**src/rtl/nirt_pkg.sv**
```systemverilog
`default_nettype none
package nirt_pkg;

  localparam int CfgIdxW  = 4;
  localparam int CfgDataW = 13;
  localparam int CarrierW = 8;
  localparam int CyclesW  = 10;
  localparam int UsW      = 13;
  localparam int AddrW    = 16;
  localparam int CmdW     = 8;

  localparam logic [CfgIdxW-1:0] CFG_CARRIER_HIGH = 4'd0;
  localparam logic [CfgIdxW-1:0] CFG_CARRIER_LOW  = 4'd1;
  localparam logic [CfgIdxW-1:0] CFG_BURST        = 4'd2;
  localparam logic [CfgIdxW-1:0] CFG_HEADER       = 4'd3;
  localparam logic [CfgIdxW-1:0] CFG_HEADER_SPACE = 4'd4;
  localparam logic [CfgIdxW-1:0] CFG_ONE_SPACE    = 4'd5;
  localparam logic [CfgIdxW-1:0] CFG_ZERO_SPACE   = 4'd6;
  localparam logic [CfgIdxW-1:0] CFG_LSB_FIRST    = 4'd7;

  localparam logic [CarrierW-1:0] RST_CARRIER_HIGH = 8'd8;
  localparam logic [CarrierW-1:0] RST_CARRIER_LOW  = 8'd18;
  localparam logic [CyclesW-1:0]  RST_BURST        = 10'd22;
  localparam logic [CyclesW-1:0]  RST_HEADER       = 10'd346;
  localparam logic [UsW-1:0]      RST_HEADER_SPACE = 13'd4500;
  localparam logic [UsW-1:0]      RST_ONE_SPACE    = 13'd1678;
  localparam logic [UsW-1:0]      RST_ZERO_SPACE   = 13'd548;

  typedef struct packed {
    logic [CarrierW-1:0] carrier_high_us;
    logic [CarrierW-1:0] carrier_low_us;
    logic [CyclesW-1:0]  burst_cycles;
    logic [CyclesW-1:0]  header_cycles;
    logic [UsW-1:0]      header_space_us;
    logic [UsW-1:0]      one_space_us;
    logic [UsW-1:0]      zero_space_us;
    logic                lsb_first;
  } cfg_t;

  typedef struct packed {
    logic led_level;
    logic busy_res;
    logic frame_done;
    logic start_ignored;
  } result_t;

  function automatic logic [7:0] rev8(input logic [7:0] b);
    logic [7:0] r;
    for (int i = 0; i < 8; i++) begin
      r[7-i] = b[i];
    end
    return r;
  endfunction

endpackage
`default_nettype wire

```
**src/rtl/nirt_cfg_regs.sv**
```systemverilog
`default_nettype none
module nirt_cfg_regs (
  input  wire logic                          clk,
  input  wire logic                          rst_n,
  input  wire logic                          wr_en,
  input  wire logic [nirt_pkg::CfgIdxW-1:0]  wr_index,
  input  wire logic [nirt_pkg::CfgDataW-1:0] wr_data,
  output nirt_pkg::cfg_t                     cfg
);
  import nirt_pkg::*;

  cfg_t cfg_r;

  always_ff @(posedge clk) begin
    if (!rst_n) begin
      cfg_r.carrier_high_us <= RST_CARRIER_HIGH;
      cfg_r.carrier_low_us  <= RST_CARRIER_LOW;
      cfg_r.burst_cycles    <= RST_BURST;
      cfg_r.header_cycles   <= RST_HEADER;
      cfg_r.header_space_us <= RST_HEADER_SPACE;
      cfg_r.one_space_us    <= RST_ONE_SPACE;
      cfg_r.zero_space_us   <= RST_ZERO_SPACE;
      cfg_r.lsb_first       <= 1'b0;
    end else if (wr_en) begin
      case (wr_index)
        CFG_CARRIER_HIGH: cfg_r.carrier_high_us <= wr_data[CarrierW-1:0];
        CFG_CARRIER_LOW:  cfg_r.carrier_low_us  <= wr_data[CarrierW-1:0];
        CFG_BURST:        cfg_r.burst_cycles    <= wr_data[CyclesW-1:0];
        CFG_HEADER:       cfg_r.header_cycles   <= wr_data[CyclesW-1:0];
        CFG_HEADER_SPACE: cfg_r.header_space_us <= wr_data[UsW-1:0];
        CFG_ONE_SPACE:    cfg_r.one_space_us    <= wr_data[UsW-1:0];
        CFG_ZERO_SPACE:   cfg_r.zero_space_us   <= wr_data[UsW-1:0];
        CFG_LSB_FIRST:    cfg_r.lsb_first       <= wr_data[0];
        default: ;
      endcase
    end
  end

  assign cfg = cfg_r;

endmodule
`default_nettype wire

```
**src/rtl/nirt_engine.sv**
```systemverilog
`default_nettype none
module nirt_engine (
  input  wire logic                        clk,
  input  wire logic                        rst_n,
  input  wire logic                        step,
  input  wire logic                        req_type,
  input  wire logic [nirt_pkg::AddrW-1:0]  address,
  input  wire logic [nirt_pkg::CmdW-1:0]   command,
  input  wire logic                        extended,
  input  wire nirt_pkg::cfg_t              cfg,
  output nirt_pkg::result_t                res
);
  import nirt_pkg::*;

  typedef enum logic [2:0] {
    PH_IDLE, PH_HDR_MARK, PH_HDR_SPACE, PH_BIT_MARK, PH_BIT_SPACE, PH_TRAIL_MARK
  } phase_t;

  phase_t             phase_r, phase_nxt;
  logic [CyclesW-1:0] ccl_r, ccl_nxt;
  logic               cih_r, cih_nxt;
  logic [UsW-1:0]     mus_r, mus_nxt;
  logic [4:0]         bpos_r, bpos_nxt;
  logic [31:0]        frame_r, frame_nxt;
  logic [UsW-1:0]     high_us, low_us;
  logic [7:0]         byte1;
  logic               mark_end, space_end;
  logic               cur_bit;

  assign high_us = {{(UsW-CarrierW){1'b0}}, cfg.carrier_high_us};
  assign low_us  = {{(UsW-CarrierW){1'b0}}, cfg.carrier_low_us};
  assign byte1   = extended ? address[15:8] : ~address[7:0];

  always_comb begin
    phase_nxt = phase_r;
    ccl_nxt   = ccl_r;
    cih_nxt   = cih_r;
    mus_nxt   = mus_r;
    bpos_nxt  = bpos_r;
    frame_nxt = frame_r;
    res       = '0;
    mark_end  = 1'b0;
    space_end = 1'b0;
    cur_bit   = 1'b0;

    if (req_type) begin
      if (phase_r != PH_IDLE) begin
        res.start_ignored = 1'b1;
      end else begin
        if (cfg.lsb_first) begin
          frame_nxt = {rev8(address[7:0]), rev8(byte1), rev8(command), rev8(~command)};
        end else begin
          frame_nxt = {address[7:0], byte1, command, ~command};
        end
        bpos_nxt  = '0;
        phase_nxt = PH_HDR_MARK;
        ccl_nxt   = cfg.header_cycles;
        cih_nxt   = 1'b1;
        mus_nxt   = high_us;
      end
    end

    // one microsecond of the current mark or space
    if (phase_nxt == PH_HDR_MARK || phase_nxt == PH_BIT_MARK ||
        phase_nxt == PH_TRAIL_MARK) begin
      res.led_level = cih_nxt;
      if (mus_nxt > UsW'(1)) begin
        mus_nxt = mus_nxt - UsW'(1);
      end else if (cih_nxt) begin
        cih_nxt = 1'b0;
        mus_nxt = low_us;
      end else if (ccl_nxt <= CyclesW'(1)) begin
        ccl_nxt  = '0;
        mus_nxt  = '0;
        mark_end = 1'b1;
      end else begin
        ccl_nxt = ccl_nxt - CyclesW'(1);
        cih_nxt = 1'b1;
        mus_nxt = high_us;
      end
    end else if (phase_nxt == PH_HDR_SPACE || phase_nxt == PH_BIT_SPACE) begin
      if (mus_nxt > UsW'(1)) begin
        mus_nxt = mus_nxt - UsW'(1);
      end else begin
        mus_nxt   = '0;
        space_end = 1'b1;
      end
    end

    cur_bit = frame_nxt[5'd31 - bpos_nxt];

    case (phase_nxt)
      PH_IDLE: ;
      PH_HDR_MARK: begin
        res.busy_res = 1'b1;
        if (mark_end) begin
          phase_nxt = PH_HDR_SPACE;
          mus_nxt   = cfg.header_space_us;
        end
      end
      PH_HDR_SPACE: begin
        res.busy_res = 1'b1;
        if (space_end) begin
          bpos_nxt  = '0;
          phase_nxt = PH_BIT_MARK;
          ccl_nxt   = cfg.burst_cycles;
          cih_nxt   = 1'b1;
          mus_nxt   = high_us;
        end
      end
      PH_BIT_MARK: begin
        res.busy_res = 1'b1;
        if (mark_end) begin
          phase_nxt = PH_BIT_SPACE;
          mus_nxt   = cur_bit ? cfg.one_space_us : cfg.zero_space_us;
        end
      end
      PH_BIT_SPACE: begin
        res.busy_res = 1'b1;
        if (space_end) begin
          if (bpos_nxt == 5'd31) begin
            phase_nxt = PH_TRAIL_MARK;
          end else begin
            bpos_nxt  = bpos_nxt + 5'd1;
            phase_nxt = PH_BIT_MARK;
          end
          ccl_nxt = cfg.burst_cycles;
          cih_nxt = 1'b1;
          mus_nxt = high_us;
        end
      end
      PH_TRAIL_MARK: begin
        res.busy_res = 1'b1;
        if (mark_end) begin
          res.frame_done = 1'b1;
          phase_nxt      = PH_IDLE;
          cih_nxt        = 1'b0;
          bpos_nxt       = '0;
        end
      end
      default: phase_nxt = PH_IDLE;
    endcase
  end

  always_ff @(posedge clk) begin
    if (!rst_n) begin
      phase_r <= PH_IDLE;
      ccl_r   <= '0;
      cih_r   <= 1'b0;
      mus_r   <= '0;
      bpos_r  <= '0;
      frame_r <= '0;
    end else if (step) begin
      phase_r <= phase_nxt;
      ccl_r   <= ccl_nxt;
      cih_r   <= cih_nxt;
      mus_r   <= mus_nxt;
      bpos_r  <= bpos_nxt;
      frame_r <= frame_nxt;
    end
  end

endmodule
`default_nettype wire

```
**src/rtl/nec_ir_frame_transmitter.sv**
```systemverilog
// nec infrared frame transmitter, one request per microsecond tick
// input channel: in_valid/in_ready with in_req_type (0 tick, 1 start and
//   tick), in_address, in_command, in_extended
// result channel: out_valid/out_ready, one result per request with
//   out_led_level, out_busy_res, out_frame_done, out_start_ignored
// config channel: cfg_valid/cfg_ready (always ready), cfg_index selects a
//   timing register, cfg_data is the value; unknown indexes are dropped
// output: the result of a request is registered and sits in the output
//   register from the cycle after the request is accepted
// throughput: one request per cycle unless stalled; the frame state advances
//   in one pass of logic between the state registers and the output register
// a stalled receiver holds the output register; a new request is taken in
//   the same cycle the waiting result leaves, otherwise in_ready drops
// reset: idle, no frame in flight, output empty, registers at defaults
`default_nettype none
module nec_ir_frame_transmitter (
  input  wire logic                          clk,
  input  wire logic                          rst_n,
  input  wire logic                          in_valid,
  output      logic                          in_ready,
  input  wire logic                          in_req_type,
  input  wire logic [nirt_pkg::AddrW-1:0]    in_address,
  input  wire logic [nirt_pkg::CmdW-1:0]     in_command,
  input  wire logic                          in_extended,
  output      logic                          out_valid,
  input  wire logic                          out_ready,
  output      logic                          out_led_level,
  output      logic                          out_busy_res,
  output      logic                          out_frame_done,
  output      logic                          out_start_ignored,
  input  wire logic                          cfg_valid,
  output      logic                          cfg_ready,
  input  wire logic [nirt_pkg::CfgIdxW-1:0]  cfg_index,
  input  wire logic [nirt_pkg::CfgDataW-1:0] cfg_data
);
  import nirt_pkg::*;

  cfg_t    cfg;
  result_t res;
  result_t res_r;
  logic    out_valid_r;
  logic    in_fire;

  assign cfg_ready = 1'b1;
  assign in_ready  = !out_valid_r || out_ready;
  assign in_fire   = in_valid && in_ready;

  nirt_cfg_regs u_cfg (
    .clk      (clk),
    .rst_n    (rst_n),
    .wr_en    (cfg_valid),
    .wr_index (cfg_index),
    .wr_data  (cfg_data),
    .cfg      (cfg)
  );

  nirt_engine u_engine (
    .clk      (clk),
    .rst_n    (rst_n),
    .step     (in_fire),
    .req_type (in_req_type),
    .address  (in_address),
    .command  (in_command),
    .extended (in_extended),
    .cfg      (cfg),
    .res      (res)
  );

  always_ff @(posedge clk) begin
    if (!rst_n) begin
      out_valid_r <= 1'b0;
    end else if (in_fire) begin
      out_valid_r <= 1'b1;
    end else if (out_ready) begin
      out_valid_r <= 1'b0;
    end
  end

  always_ff @(posedge clk) begin
    if (in_fire) begin
      res_r <= res;
    end
  end

  assign out_valid         = out_valid_r;
  assign out_led_level     = res_r.led_level;
  assign out_busy_res      = res_r.busy_res;
  assign out_frame_done    = res_r.frame_done;
  assign out_start_ignored = res_r.start_ignored;

endmodule
`default_nettype wire
```
**config.mk**
```make
export PLATFORM = sky130hd
export DESIGN_NAME = nec_ir_frame_transmitter
export DESIGN_NICKNAME = d
export VERILOG_FILES = /design/src/rtl/nirt_pkg.sv /design/src/rtl/nirt_cfg_regs.sv /design/src/rtl/nirt_engine.sv /design/src/rtl/nec_ir_frame_transmitter.sv
export SDC_FILE = /design/constraint.sdc
export NUM_CORES = 1
export LEC_CHECK = 0
export BUFFER_PORTS_ARGS = -buffer_cell sky130_fd_sc_hd__buf_2
export CORE_MARGIN = 2
export CORE_UTILIZATION = 46
export CTS_CLUSTER_DIAMETER = 200
export DETAILED_ROUTE_END_ITERATION = 12
export GPL_ROUTABILITY_DRIVEN = 0
export SKIP_CTS_REPAIR_TIMING = 1
export SKIP_LAST_GASP = 1
export SLEW_MARGIN = 25
export SYNTH_ARGS = -nofsm -noshare
export SYNTH_HDL_FRONTEND = slang
export SYNTH_SLANG_ARGS = --single-unit
```
**constraint.sdc**
```tcl
create_clock -name clk -period 7 [get_ports clk]
set_input_delay 0.7 -clock clk [delete_from_list [all_inputs] [get_ports clk]]
set_output_delay 0.7 -clock clk [all_outputs]
set_load 0.02 [all_outputs]
```
==> results of run 1 <==
==> power groups by stage <==
stage	clock network (mW)	logic (mW)	registers, mW
CTS	0.937	0.406	0.895
global placement	0	0.398	0.913
detailed placement	0	0.403	0.913
global route	0.968	0.452	0.900
finish	0.917	0.411	0.896
floorplan	0	0.304	0.904
==> through the flow <==
step | power [mW] | std cells
4_1_cts | 2.24 | 1222
2_1_floorplan | 1.21 | 969
5_1_grt | 2.32 | 1222
3_5_place_dp | 1.32 | 1190
6_report | 2.22 | 1222
3_3_place_gp | 1.31 | 1189
==> sequential cells by signal (all words and copies together), names as in the netlist <==
signal             flops
u_engine.cih_r         1
u_engine.ccl_r        10
out_busy_res           1
out_frame_done         1
out_valid              1
u_engine.phase_r       3
out_led_level          1
u_engine.bpos_r        5
out_start_ignored      1
u_engine.frame_r      32
u_engine.mus_r        13
u_cfg.cfg             76
==> cell type report <==
class                           instances  share of cell area [%]
Clock buffer                           18                    4.83
Inverter                               14                   0.592
Sequential cell                       145                    33.1
Tap cell                              220                    3.10
Clock inverter                         14                    1.90
Timing Repair Buffer                   68                    4.34
Multi-Input combinational cell        743                    52.1
==> worst paths after layout <==
path	startpoint	endpoint	slack [ns]	depth (start not counted)
max	u_engine.phase_r[2]	u_engine.mus_r[12]	3.54	9
min	u_cfg.cfg[28]	u_cfg.cfg[28]	0.45	2
max reg2reg	u_engine.phase_r[2]	u_engine.mus_r[12]	3.54	9
min reg2reg	u_cfg.cfg[28]	u_cfg.cfg[28]	0.45	2
==> layer usage <==
metal | vias to the layer above | routed length [um] | track usage [%]
met5 | - | 0 | 0
met4 | 0 | 233 | 6.02
met3 | 18 | 1260 | 5.59
met2 | 201 | 9460 | 35.6
met1 | 3396 | 11500 | 39.6
li1 | 3557 | - | -
==> cells in the mapped netlist, types with 4 or more instances <==
| cell | number | area [um2] |
|---|---|---|
| nand2b_1 | 8 | 50.1 |
| buf_6 | 5 | 56.3 |
| o21a_1 | 4 | 30.0 |
| o2111ai_1 | 4 | 35.0 |
| mux2i_1 | 75 | 751 |
| or2_2 | 4 | 25.0 |
| nand2_1 | 148 | 556 |
| o22ai_1 | 5 | 31.3 |
| or4_1 | 4 | 30.0 |
| nand4_1 | 5 | 31.3 |
| nand3_1 | 32 | 160 |
| a31oi_1 | 9 | 56.3 |
| and2_1 | 6 | 37.5 |
| o21ai_1 | 6 | 30.0 |
| xnor2_1 | 4 | 35.0 |
| o21ai_0 | 37 | 185 |
| inv_1 | 12 | 45.0 |
| a221oi_1 | 6 | 52.6 |
| edfxtp_1 | 4 | 120 |
| nor4_1 | 9 | 56.3 |
| o211ai_1 | 6 | 45.0 |
| mux4_2 | 4 | 90.1 |
| a211oi_1 | 23 | 173 |
| a21oi_1 | 72 | 360 |
| buf_1 | 5 | 18.8 |
| nor3_1 | 27 | 135 |
| buf_2 | 6 | 30.0 |
| nor2_1 | 117 | 439 |
| o221ai_1 | 6 | 52.6 |
| clkbuf_1 | 50 | 188 |
| dfxtp_1 | 141 | 2820 |
| o31ai_1 | 5 | 37.5 |
| nor2b_1 | 14 | 87.6 |
| and3_1 | 7 | 43.8 |
| nand3b_1 | 5 | 37.5 |
| mux2_2 | 10 | 113 |
| nor3b_1 | 4 | 30.0 |
==> worst min-delay path, cell delays in order, from the launching register on <==
cell and delay [ns]:
dfxtp_1 0.30, nand2_1 0.05, a21oi_1 0.05
==> cells by family (layout without fill, tap and decap cells) <==
logic type	count (synthesis)	in the layout	synth area share, %
adders and majority gates	3	3	0.475
other	1	1	0.0474
xor gates and xnor gates	6	6	0.665
DFF	145	145	37.2
AOI/OAI and AO/OA	229	229	19.6
muxes	96	96	13.5
and+or+nand+nor	408	408	24.1
buffers and inverters	81	114	4.46
==> out/results.ini, run 1 <==
[critical_path]
worstPathMaxFanout = 41
slowest_delay_ns = 0.85
slowest_stage = or4b_4
worstPathArrival_ns = 3.76
cp_top_family = simple AND/OR/NAND/NOR gates
crit_path_end_kind = flop
crit_chain = or4b_4, mux2i_1, ha_1, or2_2, o21ai_2, nor2_2, nand3_1, nor2_1, o221ai_1
worstSetupStartpointType = flop
critPathBufInv = 0
critical_path_class = flop to flop
critical_path_required_ns = 7.30

[timing]
tightestPinTransition_ns = 0.908
setup_slack_ns = 3.54
finalHoldViolations = 0
setup_violations = 0
finalSetupTns_ns = 0
holdWs_ns = 0.453
fin_crit_ns = 3.46
slew_violations = 0
slew_headroom_pct = 39.3
finalCritPeriodShare_pct = 49.4
fmax_mhz = 289
rsz0062_at_grt = no
clock_skew_ns = 0.0138

[drt]
drtPass1Iterations = 5
remaining_drc_errors = 0
drtIter0Drc = 672
wl_um = 22500
num_vias = 7172
avgRoutedWirePerCell_um = 18.4
final_antenna_net_count = 0
vias_per_cell = 5.87

[floorplan]
dieArea_um2 = 18300
fp.dieW_um = 135
ios = 55
die_y_um = 135
core_region_area_um2 = 16700
initial_core_util_pct = 47.3
fp-row-count = 47

[pwr]
leakage_nw = 3.46
p_sw_uw = 697
p_sw_share_pct = 31.3
p_per_area_nw_per_um2 = 250
p_int_mw = 1.53
power.share.clock_pct = 41.2
pwr-share-seq_pct = 40.3
vdd_drop_max_v = 0.000185
pwr-share-comb_pct = 18.5

[grt]
grt_pass1_wl_um = 36300
grt_usage_pct = 25.5
overflow = 0
grt_pass1_vias = 6493
grt_max_degree = 76
antenna_found_initial = 0

[clocking]
h-tree-depth = 4
cts_tree = done
clockBufferDepth = 2
path_clk_slew_ns = 0.07
cts_root_buf = clkbuf_16
clk_latency_ns = 0.44
cts_buffers = 17
clock_sinks = 145

[synthesis]
synth_cell_type_count = 89
synth_edf_count = 4
mappedNetlistArea_um2 = 7910
yosysWarnings = 0
synth_seq_cells = 145
async_flop_share_pct = 0
synth_ff_type = dfxtp_1
syn_area_per_cell_um2 = 8.16
synth_nets = 1020
seq_area_frac_synth_pct = 37.2
syn_inst = 969

[placed_design]
dp_hpwl_um = 15400
numPortBuffers = 53
placed_cell_area_um2 = 8280
dpl_worst_slack_ns = 3.32

[final_layout]
final_util_pct = 53.2
most-common-layout-cells = nand2_1 (148), dfxtp_1 (141), nor2_1 (115), mux2i_1 (75), a21oi_1 (72)
drive_above_1_share_pct = 14.7
multi_input_area_um2 = 4630
nFillCells = 1629
final_nets = 1040
syn2layout_area_growth_pct = 12.3
final_common_cell = nand2_1
final_area_um2 = 8880
ff_latch_area_um2 = 2940
antenna_cells = 0

[hold_path]
min_path_type = flop to flop

[flow_run]
max_cap_viol_count = 0

[run_status]
status = finished, final reports clean

Power figures use the tool's default switching activity.
==> run 2, diff against run 1 <==
ABC_AREA = 1   (was unset)
PLACE_DENSITY = 0.66   (was unset)
clock period = 2.8 ns   (was 7 ns; I/O delays follow)
==> run 2 against run 1 <==
Register-to-register slack worse by 3.4 ns. Non-clock buffer count is 38 higher. Fmax is 32% higher. Clock power grew to 2.5 times the previous value. Utilization is 1.9 points higher.
==> out/results.ini, run 2 <==
[run_status]
status = finished, final reports clean  ; unchanged

[critical_path]
worstPathMaxFanout = 10  ; was 41
critical_path_class = flop to flop  ; unchanged
r2r_start = u_engine.phase_r[2]  ; unchanged
worstPathArrival_ns = 3.00  ; was 3.76 ns
critical_path_required_ns = 3.18  ; was 7.30 ns
startpoint = u_engine.phase_r[2]  ; unchanged
worstSetupStartpointType = flop  ; unchanged
crit_path_end_kind = flop  ; unchanged

[timing]
fin_crit_ns = 2.62  ; was 3.46 ns
fmax_mhz = 381  ; was 289 MHz
rsz0062_at_grt = yes  ; was no
finalCritPeriodShare_pct = 93.7  ; was 49.4%
slew_headroom_pct = 44.5  ; was 39.3%
setup_violations = 0  ; unchanged
finalHoldViolations = 0  ; unchanged
slew_violations = 0  ; unchanged
clock_skew_ns = 0.00824  ; was 0.0138 ns
setup_slack_ns = 0.175  ; was 3.54 ns
tightestPinTransition_ns = 0.833  ; was 0.908 ns
finalSetupTns_ns = 0  ; unchanged

[pwr]
p_per_area_nw_per_um2 = 569  ; was 250 nW/um2
leakage_nw = 4.40  ; was 3.46 nW
vdd_drop_max_v = 0.000417  ; was 0.000185 V

[placed_design]
numPortBuffers = 53  ; unchanged
placed_cell_area_um2 = 8800  ; was 8280 um2
dp_hpwl_um = 18100  ; was 15,400 um
dpl_worst_slack_ns = 0.0527  ; was 3.32 ns

[drt]
avgRoutedWirePerCell_um = 15.8  ; was 18.4 um
final_antenna_net_count = 0  ; unchanged
num_vias = 8665  ; was 7,172
wl_um = 25400  ; was 22,500 um
vias_per_cell = 5.40  ; was 5.87
drtIter0Drc = 879  ; was 672
remaining_drc_errors = 0  ; unchanged
drtPass1Iterations = 6  ; was 5

[clocking]
clk_latency_ns = 0.43  ; was 0.44 ns
cts_buffers = 17  ; unchanged
cts_tree = done  ; unchanged
h-tree-depth = 4  ; unchanged
cts_root_buf = clkbuf_16  ; unchanged
clockBufferDepth = 2  ; unchanged
path_clk_slew_ns = 0.07  ; about the same
clock_sinks = 145  ; unchanged

[grt]
antenna_found_initial = 0  ; unchanged
grt_max_degree = 89  ; was 76
grt_usage_pct = 27.5  ; was 25.5%
grt_pass1_vias = 7415  ; was 6,493
grt_pass1_wl_um = 40100  ; was 36,300 um
overflow = 0  ; unchanged

[final_layout]
multi_input_area_um2 = 4530  ; was 4630 um2
final_nets = 1417  ; was 1,040
drive_above_1_share_pct = 13.8  ; was 14.7%
nFillCells = 1708  ; was 1,629
antenna_cells = 0  ; unchanged
syn2layout_area_growth_pct = 16.6  ; was 12.3%
most-common-layout-cells = nand2_1 (322), nor2_1 (189), dfxtp_1 (140), o21ai_0 (131), inv_1 (118)  ; was nand2_1 (148), dfxtp_1 (141), nor2_1 (115), mux2i_1 (75), a21oi_1 (72)
final_area_um2 = 9560  ; was 8880 um2
largest_reg_flops = 76  ; unchanged
final_common_cell = nand2_1  ; unchanged
ff_latch_area_um2 = 2940  ; about the same

[synthesis]
yosysWarnings = 0  ; unchanged
syn_area_per_cell_um2 = 6.27  ; was 8.16 um2
yosys-top-cells-count = nand2_1 (326), nor2_1 (195), dfxtp_1 (141), o21ai_0 (137), inv_1 (120)  ; was nand2_1 (148), dfxtp_1 (141), nor2_1 (117), mux2i_1 (75), a21oi_1 (72)
synth_cell_type_count = 46  ; was 89
syn_inst = 1309  ; was 969
async_flop_share_pct = 0  ; unchanged
synth_ff_type = dfxtp_1  ; unchanged
synth_seq_cells = 145  ; unchanged
mappedNetlistArea_um2 = 8200  ; was 7910 um2
yosysMostFrequentCell = nand2_1  ; unchanged
synthTopCellsByArea = dfxtp_1 (34%), nand2_1 (15%), nor2_1 (8.9%)  ; was dfxtp_1 (36%), mux2i_1 (9.5%), nand2_1 (7.0%)
synthDominantCellAreaShare_pct = 34.4  ; was 35.7%
synth_edf_count = 4  ; unchanged
seq_area_frac_synth_pct = 35.9  ; was 37.2%
synth_nets = 1360  ; was 1,020
yosysTopAreaCell = dfxtp_1  ; unchanged

[floorplan]
dieArea_um2 = 18900  ; was 18,300 um2
fp-row-count = 48  ; was 47
ios = 55  ; unchanged
initial_core_util_pct = 47.3  ; about the same
die_y_um = 138  ; was 135 um
core_region_area_um2 = 17400  ; was 16,700 um2
fp.dieW_um = 138  ; was 135 um

[hold_path]
min_path_type = input pin to flop  ; was flop to flop
holdCritStartpoint = cfg_data[12]  ; was u_cfg.cfg[28]

[flow_run]
max_cap_viol_count = 0  ; unchanged

run 2: final timing paths:
kind	slack, ns	to	cells after the start
max	0.18	u_engine.mus_r[11]	18
min	0.09	u_cfg.cfg[39]	3
max reg2reg	0.18	u_engine.mus_r[11]	18
min reg2reg	0.46	u_cfg.cfg[3]	2
run 2: logic make-up (layout without fill, tap and decap cells):
kind of cell,count (synthesis),count (layout),synth area share (%)
XOR/XNOR,3,3,0.320
AO/OA/AOI/OAI,277,277,18.3
AND/OR/NAND/NOR,681,681,35.2
buffers and inverters,199,269,9.82
adder cells (fa/ha/maj),3,3,0.458
other,1,1,0.0457
flip-flops,145,145,35.9
run 2: metal layers:
layer  vias to the layer above  GRT usage, %  routed length (um)
met2                       332          37.8               10400
met1                      3918          42.7               12500
met4                         0          7.39                 370
met5                         -             0                   0
li1                       4382             -                   -
met3                        33          5.85                2110
run 2: power breakdown:
group | total, mW | internal, mW | switching, mW
clock network | 2.31 | 1.27 | 1.04
logic | 0.904 | 0.306 | 0.599
registers | 2.22 | 2.17 | 0.0580
total | 5.44 | 3.74 | 1.70
run 2: final cells by class:
cell class,instances,share of cell area [%]
multi-input cells,965,47.4
flip-flops and latches,145,30.8
repair buffers,106,7.41
inverters,130,5.31
clock buffers,17,4.45
well taps,225,2.94
clock inverters,15,1.70
repair inverters,1,0.0523
run 2: critical path: stages (launching register included):
cell and delay, ns:
dfxtp_2 0.35, nor2_4 0.13, nand3_4 0.17, or2_4 0.30, o21ai_4 0.08, ha_2 0.20, or2_2 0.11, nand3_1 0.07
nor2_1 0.13, nand2_2 0.11, nor2_4 0.17, nand2_4 0.13, inv_6 0.11, nand2_1 0.07, o21ai_1 0.12, nand2_1 0.08
nand3_1 0.14, nand2_1 0.06, inv_1 0.04
run 2: per-stage QoR:
stage / std cells / hold WS [ns] / power (mW) / util (%)
finish: 1604 / 0.0922 / 5.44 / 55.1
global route: 1604 / 0.101 / 5.66 / 55.1
floorplan: 1309 / 0.406 / 2.85 / -
CTS: 1594 / 0.0842 / 5.41 / 54.1
detailed placement: 1562 / 0.439 / 3.12 / 50.7
global placement: 1562 / 0.438 / 3.12 / 50.7
==> run 3, diff against run 2 <==
ABC_AREA = unset   (was 1)
==> run 3 against run 2 <==
Utilization increased by 1.4 points. Global-route usage decreased by 1.9 points. Sequential share of layout area increased by 0.48 points. Power increased by 3.8%. Register-to-register slack got worse by 0.14 ns. Via count decreased by 13%. Setup slack got worse by 0.14 ns. Clock-buffer cell count increased by 2. Wire length decreased by 9.5%.
==> out/results.ini, run 3 (synthesis gave the netlist of run 1 again) <==
[hold_path]
hold-path-endpoint = out_valid  ; was u_cfg.cfg[39]
holdCritStartpoint = in_valid  ; was cfg_data[12]
min_path_type = input pin to flop  ; unchanged
hold_path_depth = 3  ; unchanged

[timing]
fin_crit_ns = 2.76  ; was 2.62 ns
holdWs_ns = 0.0926  ; was 0.0922 ns
clock_skew_ns = 0.0114  ; was 0.00824 ns
finalCritPeriodShare_pct = 98.7  ; was 93.7%
rsz0062_at_grt = yes  ; unchanged
fmax_mhz = 362  ; was 381 MHz
setup_violations = 0  ; unchanged
slew_violations = 0  ; unchanged
finalHoldViolations = 0  ; unchanged
tightestPinTransition_ns = 0.850  ; was 0.833 ns
slew_headroom_pct = 43.2  ; was 44.5%

[final_layout]
syn2layout_area_growth_pct = 19.2  ; was 16.6%
final_nets = 1093  ; was 1,417
largest_reg_flops = 76  ; unchanged
final_common_cell = nand2_1  ; unchanged
final_area_um2 = 9430  ; was 9560 um2
most-common-layout-cells = nand2_1 (147), dfxtp_1 (139), nor2_1 (114), mux2i_1 (75), a21oi_1 (72)  ; was nand2_1 (322), nor2_1 (189), dfxtp_1 (140), o21ai_0 (131), inv_1 (118)
drive_above_1_share_pct = 20.7  ; was 13.8%
antenna_cells = 0  ; unchanged
final_util_pct = 56.5  ; was 55.1%

[critical_path]
worstPathMaxFanout = 31  ; was 10
reg2reg_to = u_engine.mus_r[10]  ; was u_engine.mus_r[11]
slowest_stage = or4b_4  ; was dfxtp_2
slowest_delay_ns = 0.63  ; was 0.35 ns
r2r_start = u_engine.phase_r[1]  ; was u_engine.phase_r[2]
crit_path_end_kind = flop  ; unchanged
crit_chain = or4b_4, buf_12, nor3_4, a22o_1, buf_4, nand2_1, a221oi_1, a21oi_1  ; was nor2_4, nand3_4, or2_4, o21ai_4, ha_2, or2_2, nand3_1, nor2_1, nand2_2, nor2_4, nand2_4, inv_6, nand2_1, o21ai_1, nand2_1, nand3_1, nand2_1, inv_1
critical_path_class = flop to flop  ; unchanged
worstPathArrival_ns = 3.07  ; was 3.00 ns
reg2regPathDepth = 8  ; was 18
critical_path_required_ns = 3.11  ; was 3.18 ns
worstSetupStartpointType = flop  ; unchanged
worst-r2r-setup-slack_ns = 0.04  ; was 0.18 ns

[drt]
wl_um = 23000  ; was 25,400 um
final_antenna_net_count = 0  ; unchanged
remaining_drc_errors = 0  ; unchanged
drtPass1Iterations = 7  ; was 6
num_vias = 7513  ; was 8,665
drtIter0Drc = 840  ; was 879
avgRoutedWirePerCell_um = 18.0  ; was 15.8 um
vias_per_cell = 5.90  ; was 5.40

[flow_run]
max_cap_viol_count = 0  ; unchanged

[floorplan]
initial_core_util_pct = 47.3  ; about the same
ios = 55  ; unchanged
core_region_area_um2 = 16700  ; was 17,400 um2
fp.dieW_um = 135  ; was 138 um
die_y_um = 135  ; was 138 um
dieArea_um2 = 18300  ; was 18,900 um2
fp-row-count = 47  ; was 48

[pwr]
p_sw_mw = 1.71  ; was 1.70 mW
power.share.clock_pct = 38.9  ; was 42.5%
p_per_area_nw_per_um2 = 599  ; was 569 nW/um2
pwr-share-seq_pct = 39.6  ; was 40.9%
vdd_drop_max_v = 0.000456  ; was 0.000417 V
leakage_nw = 3.74  ; was 4.40 nW
p_total_mw = 5.65  ; was 5.44 mW
p_sw_share_pct = 30.3  ; was 31.2%
pwr-share-comb_pct = 21.5  ; was 16.6%
p_int_mw = 3.93  ; was 3.74 mW

[placed_design]
placed_cell_area_um2 = 8680  ; was 8800 um2
dp_hpwl_um = 16100  ; was 18,100 um
numPortBuffers = 53  ; unchanged

[grt]
grt_pass1_vias = 6832  ; was 7,415
use_met1_pct = 37.1  ; was 42.7%
met3_usage_pct = 3.83  ; was 5.85%
grt_usage_pct = 25.6  ; was 27.5%
grt_max_degree = 46  ; was 89
overflow = 0  ; unchanged
top_usage_layer = met2  ; was met1
antenna_found_initial = 0  ; unchanged
grt_pass1_wl_um = 36800  ; was 40,100 um
use_met2_pct = 39.3  ; was 37.8%

[clocking]
clk_latency_ns = 0.43  ; about the same
cts_root_buf = clkbuf_16  ; unchanged
path_clk_slew_ns = 0.06  ; was 0.07 ns
clockBufferDepth = 2  ; unchanged
clock_sinks = 145  ; unchanged
cts_buffers = 17  ; unchanged
h-tree-depth = 4  ; unchanged
cts_tree = done  ; unchanged

[run_status]
status = finished, final reports clean  ; unchanged

-- run 3: cell types whose count changed in the layout (fill, tap and decap cells not counted), sizes merged, moves of 8 or more --
cell	previous run	this run
a211oi	11	23
buf	106	121
inv	134	16
mux2i	0	76
mux2	0	15
nand3	91	32
nor2	201	119
nand2	333	149
o21ai	155	44
nand4	20	5
nand2b	0	8
nor2b	0	14
a21oi	82	72
-- run 3: worst max-delay path: cells and delay by family, from the launching register on --
kind	cells	cell delay (ns)
buf+inv	2	0.46
simple gates	3	0.93
compound gates	3	0.87
flops	1	0.35
-- run 3: per-stage QoR --
step	cells	worst slack (ns)	TNS, ns
after global routing	1274	-0.0512	-0.288
after CTS	1266	-0.0430	-0.212
after global placement	1235	0.0563	0
after detailed placement	1235	-0.0307	-0.0307
final	1274	0.0351	0
after floorplan	969	-0.199	-2.60
-- run 3: how the worst max path moves through the flow --
stage	start	cells past startpoint	end
2_1_floorplan	u_engine.phase_r[2]	15	u_engine.mus_r[8]
3_3_place_gp	u_engine.bpos_r[0]	9	u_engine.mus_r[12]
3_5_place_dp	u_engine.phase_r[0]	10	u_engine.mus_r[12]
4_1_cts	u_engine.bpos_r[1]	8	u_engine.mus_r[12]
5_1_grt	u_engine.phase_r[1]	10	u_engine.mus_r[3]
6_report	u_engine.phase_r[1]	8	u_engine.mus_r[10]
-- run 3: area by class of cell --
| cell class | count | area [um2] |
|---|---|---|
| fill | 1537 | 7270 |
| multi-input combinational | 743 | 4770 |
| sequential | 145 | 2950 |
| timing repair buffer | 121 | 821 |
| clock buffer | 19 | 454 |
| tap | 220 | 275 |
| clock inverter | 12 | 106 |
| inverter | 14 | 52.6 |
-- run 3: power groups by stage --
| stage | Clock [mW] | Combinational (mW) | Sequential, mW |
|---|---|---|---|
| floorplan | 0 | 0.790 | 2.26 |
| global route | 2.30 | 1.32 | 2.24 |
| global placement | 0 | 1.12 | 2.28 |
| detailed placement | 0 | 1.13 | 2.28 |
| CTS | 2.22 | 1.14 | 2.23 |
| finish | 2.20 | 1.21 | 2.24 |
-- run 3: metal layers --
| metal | wire length, um | vias to the layer above |
|---|---|---|
| met3 | 1280 | 35 |
| li1 | - | 3649 |
| met4 | 425 | 0 |
| met2 | 10300 | 287 |
| met1 | 11000 | 3542 |
| met5 | 0 | - |
